===== config.mk =====
export PLATFORM = sky130hd
export DESIGN_NAME = fpa_div_cell
export DESIGN_NICKNAME = d
export VERILOG_FILES = /design/src/hw/rtl/fpa_pkg.sv /design/src/hw/rtl/fpa_div_cell.sv
export SDC_FILE = /design/constraint.sdc
export NUM_CORES = 1
export LEC_CHECK = 0
export BUFFER_PORTS_ARGS = -buffer_cell sky130_fd_sc_hd__buf_2
export CAP_MARGIN = 20
export CORE_AREA = 3 3 90 100
export CTS_BUF_LIST = sky130_fd_sc_hd__clkbuf_8
export DETAILED_ROUTE_END_ITERATION = 12
export DIE_AREA = 0 0 93 103
export PLACE_DENSITY = 0.86
export SYNTH_ARGS = -nofsm -noshare
export SYNTH_HDL_FRONTEND = slang
export SYNTH_SLANG_ARGS = --single-unit

===== constraint.sdc =====
create_clock -name i_clk -period 3.5 [get_ports i_clk]
set_input_delay 0.35 -clock i_clk [delete_from_list [all_inputs] [get_ports i_clk]]
set_output_delay 0.35 -clock i_clk [all_outputs]
set_load 0.02 [all_outputs]

===== src/hw/rtl/fpa_pkg.sv =====
// Shared types and constants of the fixed-point atan2 pipeline.
// No dependencies; every file but the checker uses it by scoped names.
package fpa_pkg;

    // Quotient bits formed by the divider, one per cell.
    localparam int DivSteps = 31;
    localparam int PolyTerms = 5;
    localparam int RotShift = 13;
    localparam logic [15:0] MinusPi = 16'h8000;
    localparam logic [15:0] SatPos = 16'h7FFF;
    localparam logic [15:0] SatNeg = 16'h8000;

    // Horner coefficients, highest order first.
    localparam logic signed [15:0] PolyCoef [PolyTerms] = '{
        16'shFED4, 16'sh08C6, 16'shEF3E, 16'sh006D, 16'sh28BD
    };

    // Item travelling down the divider chain.
    typedef struct packed {
        logic [15:0]         rem;      // partial remainder
        logic [DivSteps-1:0] dvd;      // dividend bits still to enter
        logic [15:0]         quo;      // low quotient bits so far
        logic [15:0]         dsr;      // divisor magnitude
        logic                qneg;     // quotient sign
        logic                zdiv;     // divisor is zero
        logic                nneg;     // numerator negative
        logic [2:0]          rot;      // eighths of a turn
        logic                spec;     // zero imaginary part
        logic                specneg;  // zero imaginary, negative real
    } t_div;

    // Item travelling down the polynomial chain.
    typedef struct packed {
        logic signed [15:0] tan;
        logic signed [15:0] acc;
        logic [2:0]         rot;
        logic               spec;
        logic               specneg;
    } t_poly;

endpackage


===== src/hw/rtl/fpa_div_cell.sv =====
// One restoring-division cell: forms one quotient bit per item.
// Depends on fpa_pkg.
module fpa_div_cell (
    input  logic          i_clk,
    input  logic          i_rst_n,
    input  logic          i_en,
    input  logic          i_valid,
    input  fpa_pkg::t_div i_d,
    output logic          o_valid,
    output fpa_pkg::t_div o_d
);

    logic          r_valid;
    fpa_pkg::t_div r_d;
    fpa_pkg::t_div n_d;
    logic [16:0]   w_trial;
    logic          w_ge;

    always_comb begin
        w_trial = {i_d.rem, i_d.dvd[fpa_pkg::DivSteps-1]};
        w_ge    = w_trial >= {1'b0, i_d.dsr};
        n_d     = i_d;
        n_d.rem = w_ge ? 16'(w_trial - {1'b0, i_d.dsr}) : w_trial[15:0];
        n_d.dvd = {i_d.dvd[fpa_pkg::DivSteps-2:0], 1'b0};
        n_d.quo = {i_d.quo[14:0], w_ge};
    end

    always_ff @(posedge i_clk) begin
        if (!i_rst_n) begin
            r_valid <= 1'b0;
        end else if (i_en) begin
            r_valid <= i_valid;
        end
    end

    always_ff @(posedge i_clk) begin
        if (i_en) begin
            r_d <= n_d;
        end
    end

    assign o_valid = r_valid;
    assign o_d     = r_d;

endmodule


# Yosys cells after proc, flatten, opt, wreduce, memory -nomap -nowiden
# Cells that the tools add are included.
[totals]
romBits = 0
latchBits = 0
ramBits = 0
out_inout_bits = 88
reg_bits = 87
elab_cells = 14
mem_count = 0
[op_classes]
addsub = 1
eq_ne = 0
div_mod_pow = 0
n_lt_le_gt_ge = 1
mux = 1
n_mul = 0
n_reduce_logical = 0
bitwise_logic = 0
n_shift = 0
[ops]
columns = ["op", "n"]
rows = [
  ["$ge A17 B16 Y1", 1],
  ["$mux W16", 1],
  ["$sub A16 B16 Y16", 1],
]

# Logic depth before layout (Yosys ltp)
[logic_depth]
depth_word = 2
depth_mapped = 12
mapped_depth_nobuf = 9

# Least setup slack after synthesis
# OpenSTA, ideal clock, no wires.
[synth_timing]
path_type = "in2reg"
start = "input port i_d[20] (netlist bit)"
end = "register r_d, in the netlist o_d[73] (data pin)"
required_time_ps = 3240
path_stages = 12
arrival_time_ps = 2320
slack_ps = 920
setup_ps = 260
path_cell_list = "inv_1 > ha_1 > buf_6 > and2_4 > buf_6 > a221o_1 > a21boi_4 > and2_4 > buf_8 > inv_4 > buf_12 > mux2_4"
[synth_lines]
columns = ["item", "line_no", "rtl"]
rows = [
  ["start, declared", "fpa_div_cell.sv:8", "input fpa_pkg::t_div i_d,"],
  ["end signal, assigned", "fpa_div_cell.sv:38", "r_d <= n_d;"],
  ["end, declared", "fpa_div_cell.sv:14", "fpa_pkg::t_div r_d;"],
]

==> results by group <==
Timing
  – Worst Setup Slack, final: 1.03 ns
  – Slew @ Worst Pin: 1.06 ns
  – F_max: 405 MHz
  – Fin. Hold Viols: 0
  – Worst relative slew slack: 29.0%
  – Post-layout min period: 2.47 ns
  – Setup violations, final: 0
  – Fin. max-slew vios: 0
  – Final period utilization: 70.5%
  – Clk_skew: 0 ns
  – RSZ-0062 raised after global routing: false
  – Setup_tns: 0 ns

Synthesis
  – Post-synth EDFFs: 86
  – Cells after Synth: 244
  – Syn Nets: 352
  – Ys Warns: 0
  – Fraction of registers with async set/reset: 0%
  – Most used DFF post-synth: edfxtp_1
  – Synthesized area: 3820 µm²
  – Synth cell types: 49
  – Synthesized area per cell: 15.7 µm²
  – Post-synthesis sequential area ratio: 68.1%
  – #FFs+latches synth: 87

Setup path
  – Reg-to-Reg Start: o_valid
  – CP Class: in2reg
  – R2R Path End: o_valid
  – Crit path from: i_d[16]
  – CP max-delay cell: a221o_1
  – Crit path max-delay family: compound AO/OA/AOI/OAI gates
  – Peak per-stage delay on the critical path: 0.42 ns
  – Cells along the critical path: buf_2 > inv_1 > ha_1 > a21oi_2 > o21ai_1 > a221o_1 > a21boi_4 > and2_4 > inv_4 > mux2_4
  – Worst path buffer plus inverter count: 3
  – CP Data Required Time: 3.60 ns
  – Worst Path Arrival: 2.57 ns
  – R2R depth: 2
  – Worst-path maximum fanout: 11
  – Worst R2R Setup Slack: 2.89 ns
  – Startpoint Class: primary input
  – CP endpoint kind: flop

Placement
  – Final GP Congestion: 0.797
  – Final HPWL DP: 7.40 mm
  – IO Port Bufs: 176
  – Pre-CTS setup slack: 0.705 ns
  – DP Area: 4770 µm²

CTS
  – Clock-pin slew on the worst setup and hold paths: 0.09 ns
  – CTS Buf Count: 9
  – Htree depth: 3
  – Clk Latency, worst-skew pair: 0.34 ns
  – Resized cells post-CTS: 0
  – Post-CTS Setup Bufs: 0
  – Number of hold buffers added after CTS: 0
  – CTS tree: yes
  – CTS root buf: clkbuf_8
  – CTS max path bufs: 2
  – CTS Sinks: 87

GRT
  – First-pass GRT wire length: 13.5 mm
  – Pin count of the biggest net entering global routing: 88
  – Vias in the first global route: 2,630
  – Overall Global Routing Usage: 18.7%
  – Initial antenna violation count: 0
  – Global route overflow: 0

Hold path
  – WHS Endpoint: o_d[49]
  – HP Start: i_d[48]
  – Hold-critical path depth: 1
  – Worst hold path type: in2reg

Finish
  – Multi-input logic area: 1070 µm²
  – Inserted Diodes: 0
  – Design area: 4970 µm²
  – Layout area overhead: 30.0%
  – Reg area: 2600 µm²
  – Final #Nets: 533
  – Final Util: 62.1%
  – Fill cells: 627
  – Share of layout cells above drive strength 1: 48.1%

Floorplanning
  – Die ar.: 9580 µm²
  – Die width: 93 µm
  – Chip height: 103 µm
  – Initial Util: 47.8%
  – Cell Rows: 34
  – Ports: 179
  – Core ar.: 8000 µm²

Detailed routing
  – Detail Route Antenna Nets: 0
  – DRT Pass-1 Iters: 4
  – DRT Wirelength: 9.38 mm
  – 1st-iter DRT viols: 134
  – Post-route DRC: 0
  – Vias: 2,727
  – Via density: 5.07
  – Wire per inst: 17.4 µm

Pwr
  – Pwr dens: 499 nW/µm²
  – VDD IR max: 233 µV
  – Lkg Pwr: 2.25 nW
  – Total chip power: 2.48 mW

Run status
  – Status: completed

Run
  – Max Cap Viol: 0
==> kinds of logic after synthesis <==
kind of cell / share of synthesized area, %
flip-flops: 68.1
AO/OA/AOI/OAI: 10.6
AND/OR/NAND/NOR: 5.60
buffers and inverters: 3.83
adder cells (fa/ha/maj): 5.76
multiplexers: 3.96
XOR/XNOR: 2.06
other: 0.0981
==> final cells by class <==
type / instances / share of cell area, %
clock buffer: 9 / 2.49
inverter: 20 / 1.56
clock inverter: 7 / 1.49
multi-input combinational: 131 / 21.6
sequential: 87 / 52.4
timing repair buffer: 176 / 17.8
tap: 108 / 2.72
==> stage by stage <==
step | cells | hold WS, ns
6_report | 538 | 0.176
5_1_grt | 538 | 0.150
3_3_place_gp | 522 | 0.494
2_1_floorplan | 244 | 0.449
4_1_cts | 538 | 0.154
3_5_place_dp | 522 | 0.528
==> worst max-delay path by stage <==
stage | depth (start not counted) | endpoint
floorplan | 12 | o_d[73]
global placement | 10 | o_d[73]
detailed placement | 10 | o_d[75]
CTS | 10 | o_d[78]
global route | 10 | o_d[75]
finish | 10 | o_d[75]
==> power by group <==
part | leakage [nW] | internal (mW) | switching [mW] | total (mW)
clock network | 0.0937 | 0.332 | 0.352 | 0.684
logic | 1.31 | 0.202 | 0.316 | 0.519
registers | 0.850 | 1.26 | 0.0212 | 1.28
total | 2.25 | 1.79 | 0.689 | 2.48
==> cells in the final DEF, fill, tap and decap left out, types with 2 or more instances in the layout <==
master      synthesis  layout
xnor2_1             5       5
mux2_4              8       8
clkbuf_8            0       9
nand2b_1            2       2
and3b_1             2       2
o211a_1             2       2
xor2_1              4       4
edfxtp_1           86      86
a21oi_1             3       3
a31oi_1             2       2
a21boi_0            3       3
buf_2               0     175
a211oi_1            3       3
inv_1              19      20
clkinvlp_4          0       3
nand4_1             2       2
nor2_1             12      12
and2_4              2       2
mux2i_1             2       2
and3_1              2       2
a21o_1              5       5
nand3_1             7       7
nor3_1              3       3
o211ai_1            2       2
o21ai_0             9       9
nor2b_1             2       2
ha_1               16      16
inv_6               0       2
o21a_1              6       6
o31ai_1             5       5
nand2_1             5       5
a211o_1             3       3
==> cells in the mapped netlist (all sizes together), types with 2 or more instances <==
master / count / area share, %
edfxtp: 86 / 68
inv: 20 / 2.0
ha: 16 / 5.2
nor2: 12 / 1.2
o21ai: 10 / 1.3
mux2: 9 / 3.4
nand3: 7 / 0.92
o21a: 6 / 1.2
a21o: 5 / 0.98
buf: 5 / 1.7
nand2: 5 / 0.49
o31ai: 5 / 0.98
xnor2: 5 / 1.1
a21boi: 4 / 1.1
a21oi: 4 / 0.62
xor2: 4 / 0.92
a211o: 3 / 0.69
a211oi: 3 / 0.59
and2: 3 / 0.62
nor3: 3 / 0.39
a31oi: 2 / 0.33
and3: 2 / 0.33
and3b: 2 / 0.46
mux2i: 2 / 0.52
nand2b: 2 / 0.33
nand4: 2 / 0.33
nor2b: 2 / 0.33
o211a: 2 / 0.52
o211ai: 2 / 0.39
==> layer usage <==
layer / global-route usage, % / vias to the layer above / wire [µm]
met1: 20.3 / 1285 / 3390
met3: 7.37 / 13 / 1030
met4: 5.30 / 0 / 113
li1: - / 1288 / -
met5: 0 / - / 0
met2: 34.1 / 141 / 4840
==> sequential cells by signal, indices dropped and copies added (netlist names) <==
| name | flops |
|---|---|
| o_valid | 1 |
| o_d | 86 |
No activity file was read; power rests on OpenSTA's default activity.
