## src/hw/rtl/fpa_pkg.sv

```systemverilog
// Shared types and constants of the fixed-point atan2 pipeline.
// No dependencies; every file but the checker uses it by scoped names.
package fpa_pkg;

    // Quotient bits formed by the divider, one per cell.
    localparam int DivSteps = 31;
    localparam int PolyTerms = 5;
    localparam int RotShift = 13;
    localparam logic [15:0] MinusPi = 16'h8000;
    localparam logic [15:0] SatPos = 16'h7FFF;
    localparam logic [15:0] SatNeg = 16'h8000;

    // Horner coefficients, highest order first.
    localparam logic signed [15:0] PolyCoef [PolyTerms] = '{
        16'shFED4, 16'sh08C6, 16'shEF3E, 16'sh006D, 16'sh28BD
    };

    // Item travelling down the divider chain.
    typedef struct packed {
        logic [15:0]         rem;      // partial remainder
        logic [DivSteps-1:0] dvd;      // dividend bits still to enter
        logic [15:0]         quo;      // low quotient bits so far
        logic [15:0]         dsr;      // divisor magnitude
        logic                qneg;     // quotient sign
        logic                zdiv;     // divisor is zero
        logic                nneg;     // numerator negative
        logic [2:0]          rot;      // eighths of a turn
        logic                spec;     // zero imaginary part
        logic                specneg;  // zero imaginary, negative real
    } t_div;

    // Item travelling down the polynomial chain.
    typedef struct packed {
        logic signed [15:0] tan;
        logic signed [15:0] acc;
        logic [2:0]         rot;
        logic               spec;
        logic               specneg;
    } t_poly;

endpackage

```

## src/hw/rtl/fpa_poly_cell.sv

```systemverilog
// One Horner step: add a coefficient, multiply by the tangent, saturate.
// Depends on fpa_pkg.
module fpa_poly_cell (
    input  logic               i_clk,
    input  logic               i_rst_n,
    input  logic               i_en,
    input  logic signed [15:0] i_coef,
    input  logic               i_valid,
    input  fpa_pkg::t_poly     i_p,
    output logic               o_valid,
    output fpa_pkg::t_poly     o_p
);

    logic               r_valid;
    fpa_pkg::t_poly     r_p;
    fpa_pkg::t_poly     n_p;
    logic signed [15:0] w_sum;
    logic signed [31:0] w_prod;
    logic signed [16:0] w_sh;

    always_comb begin
        w_sum  = i_p.acc + i_coef;
        w_prod = w_sum * i_p.tan;
        w_sh   = w_prod[31:15];
        n_p    = i_p;
        if (w_sh > 17'sh07FFF) begin
            n_p.acc = fpa_pkg::SatPos;
        end else if (w_sh < -17'sh08000) begin
            n_p.acc = fpa_pkg::SatNeg;
        end else begin
            n_p.acc = w_sh[15:0];
        end
    end

    always_ff @(posedge i_clk) begin
        if (!i_rst_n) begin
            r_valid <= 1'b0;
        end else if (i_en) begin
            r_valid <= i_valid;
        end
    end

    always_ff @(posedge i_clk) begin
        if (i_en) begin
            r_p <= n_p;
        end
    end

    assign o_valid = r_valid;
    assign o_p     = r_p;

endmodule

```

## config.mk

```make
export PLATFORM = sky130hd
export DESIGN_NAME = fpa_poly_cell
export DESIGN_NICKNAME = d
export VERILOG_FILES = /design/src/hw/rtl/fpa_pkg.sv /design/src/hw/rtl/fpa_poly_cell.sv
export SDC_FILE = /design/constraint.sdc
export NUM_CORES = 1
export LEC_CHECK = 0
export BUFFER_PORTS_ARGS = -buffer_cell sky130_fd_sc_hd__buf_2
export CAP_MARGIN = 10
export CORE_MARGIN = 4
export CORE_UTILIZATION = 64
export DETAILED_ROUTE_END_ITERATION = 8
export MAX_ROUTING_LAYER = met4
export PLACE_DENSITY = 0.85
export SLEW_MARGIN = 10
export SYNTH_ARGS = -nofsm -noshare
export SYNTH_HDL_FRONTEND = slang
export SYNTH_SLANG_ARGS = --single-unit
```

## constraint.sdc

```tcl
create_clock -name i_clk -period 11.8 [get_ports i_clk]
set_clock_uncertainty 0.2 [all_clocks]
set_input_delay 1.77 -clock i_clk [delete_from_list [all_inputs] [get_ports i_clk]]
set_output_delay 1.77 -clock i_clk [all_outputs]
set_load 0.02 [all_outputs]
```

After elaboration in Yosys (flattened, before gate mapping)
Index checks and enable logic that the tools add are counted.
{ "totals": {"regBits": 38, "inputBits": 57, "out_inout_bits": 38, "word_cells": 11} }
{ "op_classes": {"addsub": 1, "n_mul": 1, "n_lt_le_gt_ge": 2, "mux": 1} }
{ "op_table": {"columns": ["cell", "n"], "rows": [
  ["multiplier 16 x 16 -> 32 bit", 1],
  ["greater-than comparator 17 x 16 -> 1 bit, second input constant", 1],
  ["less-than comparator 17 x 16 -> 1 bit, second input constant", 1],
  ["adder 16 bit", 1],
  ["2-to-1 mux 16 bit", 1]
]} }

Depth between registers and ports, before layout
Gate-level depths: netlist of the first run.
{ "logic_depth": {"word_depth": 4, "depth_mapped": 34, "mapped_depth_nobuf": 31} }

Worst setup path before layout of the first run
No wires, ideal clock.
{ "synth_path": {"path_type": "input -> register", "from": "input port i_coef[0]", "to": "register r_p (netlist bit o_p[18]), data pin", "setup_ns": 0.255, "arrival_ns": 9.467, "t_required_ns": 11.345, "setup_slack_ns": 1.878, "cell_stages": 32, "path_buffers": 2, "path_cell_list": "ha_1 fa_1 a21o_1 a21oi_1 o21bai_1 a21oi_1 o21bai_1 a21boi_0 xnor2_1 clkbuf_1 nand2_1 fa_1 fa_1 inv_1 fa_1 inv_1 fa_1 inv_1 fa_1 inv_1 fa_1 inv_1 ha_1 a21oi_1 o21ai_0 a31o_2 a221o_2 a222oi_1 a21oi_2 o22ai_2 buf_6 o21ai_2"} }
{ "synth_between": {"elab_chain_len": 4, "word_cells_on_any_way": 5, "classes_between": "add/sub (1); mul (1); order compare (2); mux (1)"} }
{ "synth_rtl": {"columns": ["item", "line", "source"], "rows": [
  ["from (decl)", "fpa_poly_cell.sv:7", "input logic signed [15:0] i_coef,"],
  ["adder 16 bit *", "fpa_poly_cell.sv:22", "w_sum = i_p.acc + i_coef;"],
  ["multiplier 16 x 16 -> 32 bit *", "fpa_poly_cell.sv:23", "w_prod = w_sum * i_p.tan;"],
  ["less-than comparator 17 x 16 -> 1 bit", "fpa_poly_cell.sv:28", "end else if (w_sh < -17'sh08000) begin"],
  ["2-to-1 mux 16 bit", "fpa_poly_cell.sv:28", null],
  ["to (signal assigned)", "fpa_poly_cell.sv:45", "r_p <= n_p;"],
  ["to (decl)", "fpa_poly_cell.sv:15", "fpa_pkg::t_poly r_p;"]
]} }
Mark *: on every way between the ends. The rest lies on a longest branch, timed or not.
A chain may end at the register's enable or synchronous reset.

Final worst setup path of the first run
{ "layout_path": {"from": "input port i_coef[0]", "to": "register r_p (netlist bit o_p[17]), data pin"} }
Same word-level chain as after synthesis.

==> run_results.csv, run 1 <==
group,metric,value,unit
synthesis,async_flop_share,0,%
worst_setup_path,crit_top_cell,"fa_1",
detailed_routing,vias,8706,
synthesis,synth_seq_cells,38,
worst_setup_path,cp_max_fo,14,
timing,relSlewSlack,34.3,%
floorplanning,rows,49,
clocking,cts_setup_buffers,0,
global_route,grt_usage,30.0,%
placement,port_buffers,94,
detailed_routing,drtIter0Drc,540,
worst_setup_path,cp_slowest_cell,"o22ai_2",
worst_setup_path,critPathCaptureType,"flip-flop",
worst_setup_path,r2r-start,"o_valid$_SDFFE_PN0P_",
worst_setup_path,critPathLaunch,"i_coef[0]",
worst_setup_path,reg2reg_slack,11000,ps
synthesis,synth_flop_cell,"edfxtp_1",
cells_and_area,drive_above_1_share,10.7,%
clocking,cts.sinks,38,
timing,drv_slew,0,
outcome,status,"complete, no violations",
synthesis,yosysSeqAreaShare,9.62,%
synthesis,syn_avg_cell_area,9.56,um2
global_route,grt_max_degree,39,
job,maxCapViolations,0,
clocking,cts_hold_buf,0,
floorplanning,start_util,65.2,%
timing,finalSetupTns,0,ps
floorplanning,core,0.0180,mm2
clocking,cts_root_buf,"clkbuf_16",
global_route,grt_overflow_total,0,
floorplanning,die_x,144,um
timing,max_freq,91.8,MHz
cells_and_area,nets,1714,
timing,fin_crit_sh,92.3,%
worst_hold_path,hold_path.class,"flip-flop to flip-flop",
worst_setup_path,cp-endpoint,"o_p[17]$_SDFFCE_PN1P_",
synthesis,syn_inst,1230,
timing,hold_viol,0,
worst_setup_path,ff2ff_path_depth,2,
cells_and_area,insertedDiodeCount,0,
floorplanning,ioPinCount,95,
clocking,cts_buffers,5,
timing,rsz0062_at_grt,"no",
detailed_routing,final_antenna_net_count,0,
detailed_routing,wl_per_cell,18.0,um
timing,final-setup-viol-count,0,
global_route,grt_pass1_vias,9717,
worst_setup_path,start_kind,"input port",
synthesis,synth_nets,1643,
placement,place.gp.congestion,0.891,
worst_setup_path,max_stage_delay,640,ps
detailed_routing,wirelength,27500,um
timing,worst_pin_slew,985,ps
detailed_routing,viasPerCell,5.69,
clocking,htreeDepth,2,
timing,min_period,10890,ps
detailed_routing,drc_errors,0,
synthesis,synth_edf_count,37,
worst_setup_path,rr_endpoint,"o_valid$_SDFFE_PN0P_",
worst_setup_path,worstPathArrival,10700,ps
floorplanning,die-height,144,um
clocking,cts.path.max_buffers,2,
cells_and_area,n_fill_cell,1349,
worst_setup_path,crit_required,11610,ps
global_route,antenna_found_initial,0,
cells_and_area,area_growth,7.60,%
detailed_routing,dr.pass1.iters,6,
worst_setup_path,crit_type,"input port to flip-flop",
synthesis,netlist_area,0.0118,mm2
floorplanning,die_area,0.0206,mm2
placement,hpwl,22200,um
clocking,postCtsResizedCells,0,
clocking,cts_tree,"yes",
global_route,grt_pass1_wl,46900,um
clocking,cts.clk_slew.worst_paths,60,ps
synthesis,yosys_warnings,0,
synthesis,yosysUniqueCellTypes,55,
clocking,clkLatencyLatePin,300,ps
placed cells by master (no fill, tap or decap), types with 3 or more instances in the layout:
master     count
clkbuf_16      5
nand2_1      149
and2_1       117
nor2b_1        3
buf_2         94
a211o_1        3
mux2_2         6
fa_1         263
mux2i_1       11
nor2_1        20
a21oi_1       26
edfxtp_1      37
o21ai_0       13
inv_1        306
a21o_1         8
ha_1          93
nand3_1        7
a21oi_2        5
and3_1         4
a211oi_1       4
buf_4         13
a31oi_1        6
nand2b_1      18
xnor2_1       24
xor2_1        12
nor3_1        10
o21bai_1       7
routing by layer:
layer | vias to the layer above | GRT usage (%) | wire length (um)
li1 | 3822 | - | -
met1 | 4369 | 35.2 | 9880
met2 | 404 | 50.6 | 14100
met3 | 111 | 3.46 | 1820
met4 | 0 | 16.7 | 1790
met5 | - | - | 0
synth_stat cells, drive strengths merged, types with 2 or more instances:
cell     count  area share [%]
a2111o       2            0.19
a2111oi      2            0.31
a211o        3            0.22
a211oi       4            0.26
a21o        10            0.66
a21oi       32             1.6
a31oi        6            0.32
and2       117             6.2
and3         4            0.21
and4         2            0.15
buf          5            0.30
clkbuf      38             1.2
edfxtp      37             9.4
fa         263              45
ha          93             9.9
inv        306             9.8
mux2         6            0.57
mux2i       11            0.94
nand2      149             4.8
nand2b      18            0.96
nand3        8            0.38
nand4        2            0.11
nor2        20            0.64
nor2b        3            0.16
nor3        10            0.43
o21ai       15            0.70
o21bai       7            0.45
o311ai       2            0.15
xnor2       26             1.9
xor2        12            0.89
cell type report:
cell class | count | area (um2) | share of cell area (%)
inverter | 306 | 1150 | 9.08
multi-input combinational | 843 | 9330 | 73.7
tap | 229 | 287 | 2.26
clock buffer | 5 | 125 | 0.989
clock inverter | 3 | 68.8 | 0.544
timing repair buffer | 107 | 568 | 4.49
sequential | 38 | 1130 | 8.94
metrics by stage:
step                cells  util (%)  worst slack, ps  area (um2)  hold slack, ps
floorplan            1230         -             1880       11800             389
global placement     1523      69.1             1070       12500             290
detailed placement   1523      69.1              652       12500             314
CTS                  1531      70.2              952       12700             330
global route         1531      70.2              387       12700             366
finish               1531      70.2              910       12700             322
state kept, by name, indices dropped and copies added (netlist names):
name	count
o_p	37
o_valid	1
cells by family (layout without fill, tap and decap cells):
group	count (synthesis)	after routing	share of synthesized area, %
and+or+nand+nor	337	337	14.3
xor gates and xnor gates	38	38	2.83
buffers and inverters	349	421	11.3
AOI/OAI and AO/OA	95	95	5.83
muxes	17	17	1.51
adders and majority gates	356	356	54.7
DFF	38	38	9.62
critical path: cells and delay by family:
family,cells,cell delay [ps]
AO/OA/AOI/OAI,15,4280
buffers and inverters,4,270
multiplexers,1,400
adder cells (fa/ha/maj),9,4000
worst min-delay path by stage:
stage / start / end / slack, ps / cells after the start
floorplan: o_valid$_SDFFE_PN0P_ / o_valid$_SDFFE_PN0P_ / 390 / 2
global placement: o_valid$_SDFFE_PN0P_ / o_valid$_SDFFE_PN0P_ / 290 / 2
detailed placement: o_valid$_SDFFE_PN0P_ / o_valid$_SDFFE_PN0P_ / 310 / 2
CTS: o_valid$_SDFFE_PN0P_ / o_valid$_SDFFE_PN0P_ / 330 / 2
global route: o_valid$_SDFFE_PN0P_ / o_valid$_SDFFE_PN0P_ / 370 / 2
finish: o_valid$_SDFFE_PN0P_ / o_valid$_SDFFE_PN0P_ / 320 / 2
Power of run 1 is left out: the tool's default activity adds up to more than one toggle a clock period on the data nets, which glitch-free logic cannot reach.
==> inputs of run 2 (changes only) <==
--- a/config.mk
+++ b/config.mk
@@ -8,8 +8,8 @@
 export BUFFER_PORTS_ARGS = -buffer_cell sky130_fd_sc_hd__buf_2
-export CAP_MARGIN = 10
+export CAP_MARGIN = 5
 export CORE_MARGIN = 4
-export CORE_UTILIZATION = 64
+export CORE_UTILIZATION = 57
 export DETAILED_ROUTE_END_ITERATION = 8
 export MAX_ROUTING_LAYER = met4
-export PLACE_DENSITY = 0.85
+export PLACE_DENSITY = 0.8
 export SLEW_MARGIN = 10
==> constraint.sdc (replaced) <==
create_clock -name i_clk -period 9 [get_ports i_clk]
set_clock_uncertainty 0.2 [all_clocks]
set_input_delay 1.35 -clock i_clk [delete_from_list [all_inputs] [get_ports i_clk]]
set_output_delay 1.35 -clock i_clk [all_outputs]
set_load 0.05 [all_outputs]
==> run_results.csv, run 2 (synthesis results as in run 1) <==
group,metric,value,unit
job,maxCapViolations,0,
clocking,cts.sinks,38,
worst_setup_path,cp_slowest_cell,"fa_2",
cells_and_area,largest_reg_flops,37,
clocking,cts_root_buf,"clkbuf_16",
cells_and_area,insertedDiodeCount,0,
worst_setup_path,max_stage_delay,570,ps
placement,hpwl,23200,um
cells_and_area,final_common_cell,"inv_1",
cells_and_area,multiInputGateArea,0.00975,mm2
placement,place.gp.congestion,0.912,
worst_setup_path,crit_type,"input port to flip-flop",
timing,fin_crit_sh,99.3,%
detailed_routing,vias,9034,
clocking,cts_tree,"yes",
clocking,htreeDepth,2,
cells_and_area,nets,1814,
clocking,cts_buffers,5,
detailed_routing,final_antenna_net_count,0,
floorplanning,start_util,58.1,%
global_route,grt_pass1_wl,48200,um
worst_setup_path,worstPathArrival,8780,ps
clocking,cts.path.max_buffers,2,
floorplanning,die_x,152,um
detailed_routing,drc_errors,0,
clocking,cts.clk_slew.worst_paths,70,ps
worst_hold_path,hold_path.class,"flip-flop to flip-flop",
timing,relSlewSlack,18.7,%
placement,port_buffers,94,
floorplanning,core,0.0202,mm2
global_route,use_met3,4.34,%
global_route,busiest_layer,"met2",
placement,placedCellCount,1649,
timing,worst_pin_slew,1210,ps
global_route,grtUsageMet1,31.4,%
detailed_routing,dr.pass1.iters,5,
worst_setup_path,cp_max_fo,7,
cells_and_area,n_fill_cell,1475,
worst_setup_path,crit_required,8840,ps
detailed_routing,viasPerCell,5.40,
global_route,use_met2,47.9,%
detailed_routing,wirelength,29800,um
cells_and_area,ff_latch_area,0.00113,mm2
worst_setup_path,crit_top_cell,"fa_1",
cells_and_area,final_util,69.4,%
clocking,cts_hold_buf,0,
cells_and_area,area_growth,19.4,%
floorplanning,die-height,152,um
worst_setup_path,cp_top_family,"adder cells",
timing,drv_slew,0,
cells_and_area,layout.cells.non_filler,1672,
detailed_routing,wl_per_cell,17.8,um
worst_setup_path,cp_num_buf_inv,9,
timing,max_freq,112,MHz
floorplanning,die_area,0.0230,mm2
timing,rsz0062_at_grt,"yes",
global_route,grt_usage,27.8,%
timing,min_period,8940,ps
floorplanning,rows,52,
timing,hold_viol,0,
global_route,grt_max_degree,39,
global_route,antenna_found_initial,0,
global_route,grt_overflow_total,0,
worst_setup_path,start_kind,"input port",
floorplanning,ioPinCount,95,
cells_and_area,final_cell_mix,"inv_1 (301), fa_1 (255), nand2_1 (141)",
worst_setup_path,critPathCaptureType,"flip-flop",
global_route,grt_pass1_vias,10400,
outcome,status,"complete, no violations",
cells_and_area,drive_above_1_share,21.8,%
clocking,clkLatencyLatePin,300,ps
timing,final-setup-viol-count,0,
detailed_routing,drtIter0Drc,515,
-- run 2: layout make-up --
type / count / area share, %
Sequential cell: 38 / 8.06
Multi-Input combinational cell: 843 / 69.5
Clock inverter: 3 / 0.490
Clock buffer: 5 / 0.891
Timing Repair Buffer: 207 / 10.5
Tap cell: 270 / 2.41
Inverter: 306 / 8.18
-- run 2: metal layers --
layer / wire length, um / vias to the layer above
met2: 15200 / 343
met3: 1830 / 119
met4: 1710 / 0
li1: - / 4018
met5: 0 / -
met1: 11100 / 4554
-- run 2: worst reg2reg max path: cells and delay by family, from the launching register on --
family	cells	cell delay (ps)
simple gates	1	60
mux	1	120
flops	1	310
-- run 2: what timing repair did --
action | 4_1_cts | 5_1_grt
buffers inserted | 0 | 13
gates resized for setup | 0 | 84
endpoints found under the setup margin | 0 | 16
-- run 2: through the flow --
step	setup TNS, ps	worst slack [ps]	hold WS (ps)	instance area, um2
after floorplan	-14.2	-14.2	543	11900
after global placement	-921	-90.6	290	13300
after detailed placement	-4330	-337	311	13300
after CTS	0	13.8	328	13500
after global routing	-3030	-227	379	14000
final	0	63.5	318	14000
-- run 2: path summary, 6_finish.rpt --
check / startpoint / to / slack, ps / cells after the start
setup / recovery: i_coef[0] / o_p[12]$_SDFFCE_PN1P_ / 60 / 34
hold / removal: o_valid$_SDFFE_PN0P_ / o_valid$_SDFFE_PN0P_ / 320 / 2
setup reg to reg: o_valid$_SDFFE_PN0P_ / o_valid$_SDFFE_PN0P_ / 8210 / 2
hold reg to reg: o_valid$_SDFFE_PN0P_ / o_valid$_SDFFE_PN0P_ / 320 / 2
Power of run 2 is left out for the same reason.
==> inputs of run 3 (changes only) <==
CAP_MARGIN = 20   (was 5)
CORE_UTILIZATION = 64   (was 57)
PLACE_DENSITY = 0.85   (was 0.8)
clock period = 9.5 ns   (was 9 ns; I/O delays follow)
==> run_results.csv, run 3 (synthesis results as in run 1) <==
group,metric,value,unit
outcome,status,"complete, no violations",
clocking,htreeDepth,2,
timing,worst_pin_slew,1040,ps
floorplanning,rows,49,
timing,final-setup-viol-count,0,
timing,fin_crit_sh,99.3,%
clocking,cts_buffers,5,
cells_and_area,multiInputGateArea,0.00952,mm2
global_route,grt_usage,30.3,%
detailed_routing,drc_errors,0,
clocking,clkLatencyLatePin,300,ps
worst_setup_path,reg2reg_slack,8670,ps
placement,port_buffers,94,
cells_and_area,final_cell_mix,"inv_1 (304), fa_1 (260), nand2_1 (148)",
global_route,grt_max_degree,39,
floorplanning,ioPinCount,95,
detailed_routing,dr.pass1.iters,8,
worst_setup_path,crit_top_cell,"fa_1",
cells_and_area,insertedDiodeCount,0,
timing,finalSetupTns,0,ps
detailed_routing,viasPerCell,5.70,
clocking,cts_root_buf,"clkbuf_16",
cells_and_area,ff_latch_area,0.00113,mm2
global_route,grt_pass1_wl,47100,um
floorplanning,core,0.0180,mm2
worst_setup_path,crit_type,"input port to flip-flop",
worst_setup_path,r2r-start,"o_valid$_SDFFE_PN0P_",
detailed_routing,wl_per_cell,18.8,um
worst_setup_path,ff2ff_path_depth,2,
floorplanning,start_util,65.2,%
job,maxCapViolations,0,
worst_setup_path,rr_endpoint,"o_valid$_SDFFE_PN0P_",
worst_hold_path,hold_path_depth,2,
detailed_routing,drtIter0Drc,866,
worst_setup_path,crit_required,9330,ps
global_route,antenna_found_initial,0,
cells_and_area,area_growth,12.4,%
worst_setup_path,critPathCaptureType,"flip-flop",
placement,hpwl,22700,um
cells_and_area,nets,1752,
detailed_routing,wirelength,29400,um
cells_and_area,final_common_cell,"inv_1",
worst_hold_path,min_to,"o_valid$_SDFFE_PN0P_",
worst_setup_path,start_kind,"input port",
worst_setup_path,cp_top_family,"adder cells",
floorplanning,die-height,144,um
cells_and_area,largest_reg_flops,37,
global_route,grt_pass1_vias,9644,
worst_setup_path,worstPathArrival,9260,ps
worst_setup_path,max_stage_delay,560,ps
timing,max_freq,106,MHz
floorplanning,die_x,144,um
worst_setup_path,cp_num_buf_inv,7,
timing,relSlewSlack,31.0,%
worst_hold_path,hp-start,"o_valid$_SDFFE_PN0P_",
timing,drv_slew,0,
cells_and_area,n_fill_cell,1211,
clocking,cts.path.max_buffers,2,
worst_setup_path,critical_path_depth,31,
timing,min_period,9430,ps
detailed_routing,final_antenna_net_count,0,
clocking,cts.clk_slew.worst_paths,70,ps
placement,place.gp.congestion,0.931,
timing,hold_viol,0,
global_route,grt_overflow_total,0,
worst_hold_path,hold_path.class,"flip-flop to flip-flop",
clocking,cts_tree,"yes",
worst_setup_path,cp_max_fo,7,
clocking,cts.sinks,38,
cells_and_area,drive_above_1_share,15.4,%
worst_setup_path,cp_slowest_cell,"fa_1",
floorplanning,die_area,0.0206,mm2
detailed_routing,vias,8939,
## run 3: changes by cell type in the layout (fill, tap and decap cells not counted), moves of 6 or more
| cell | change |
|---|---|
| buf_4 | -52 |
| buf_6 | -10 |
| nand2_1 | +7 |
| o21ai_0 | +6 |
## run 3: layer usage
layer | vias to the layer above | GRT usage [%] | routed length (um)
met5 | - | - | 0
met4 | 0 | 9.02 | 926
met3 | 84 | 4.46 | 2430
met2 | 451 | 50.4 | 14700
met1 | 4506 | 38.9 | 11400
li1 | 3898 | - | -
## run 3: worst max-delay path by stage
stage | startpoint | to | slack (ps)
2_1_floorplan | i_coef[0] | o_p[18]$_SDFFCE_PN1P_ | 30
3_3_place_gp | i_coef[0] | o_p[7]$_SDFFCE_PN1P_ | 7
3_5_place_dp | i_coef[0] | o_p[6]$_SDFFCE_PN1P_ | -240
4_1_cts | i_coef[0] | o_p[6]$_SDFFCE_PN1P_ | 60
5_1_grt | i_coef[1] | o_p[7]$_SDFFCE_PN1P_ | -230
6_report | i_coef[1] | o_p[13]$_SDFFCE_PN1P_ | 70
## run 3: per-stage QoR
step	area [um2]	util, %	hold WS [ps]	setup slack [ps]	std cells
2_1_floorplan	11800	-	543	30.4	1230
3_3_place_gp	12600	70.0	291	7.48	1541
3_5_place_dp	12600	70.0	349	-244	1541
4_1_cts	12800	71.1	368	55.7	1549
5_1_grt	13200	73.3	368	-227	1569
6_report	13200	73.3	356	69.9	1569
## run 3: final cells by class
cell class,instances,share of cell area (%)
clock inverters,3,0.521
flip-flops and latches,38,8.56
well taps,229,2.17
inverters,306,8.75
clock buffers,5,0.947
multi-input cells,843,72.1
repair buffers,145,7.00
## run 3: timing repair
action / in CTS / in global routing
resized for setup: 0 / 39
setup buffers: 0 / 19
hold buffers: 0 / 0
setup endpoints to repair: 0 / 16
## run 3: worst min-delay path, stage by stage (launching register included)
cell and delay (ps):
dfxtp_1 340, mux2i_1 80, nor2b_1 110
Power of run 3 is left out for the same reason.
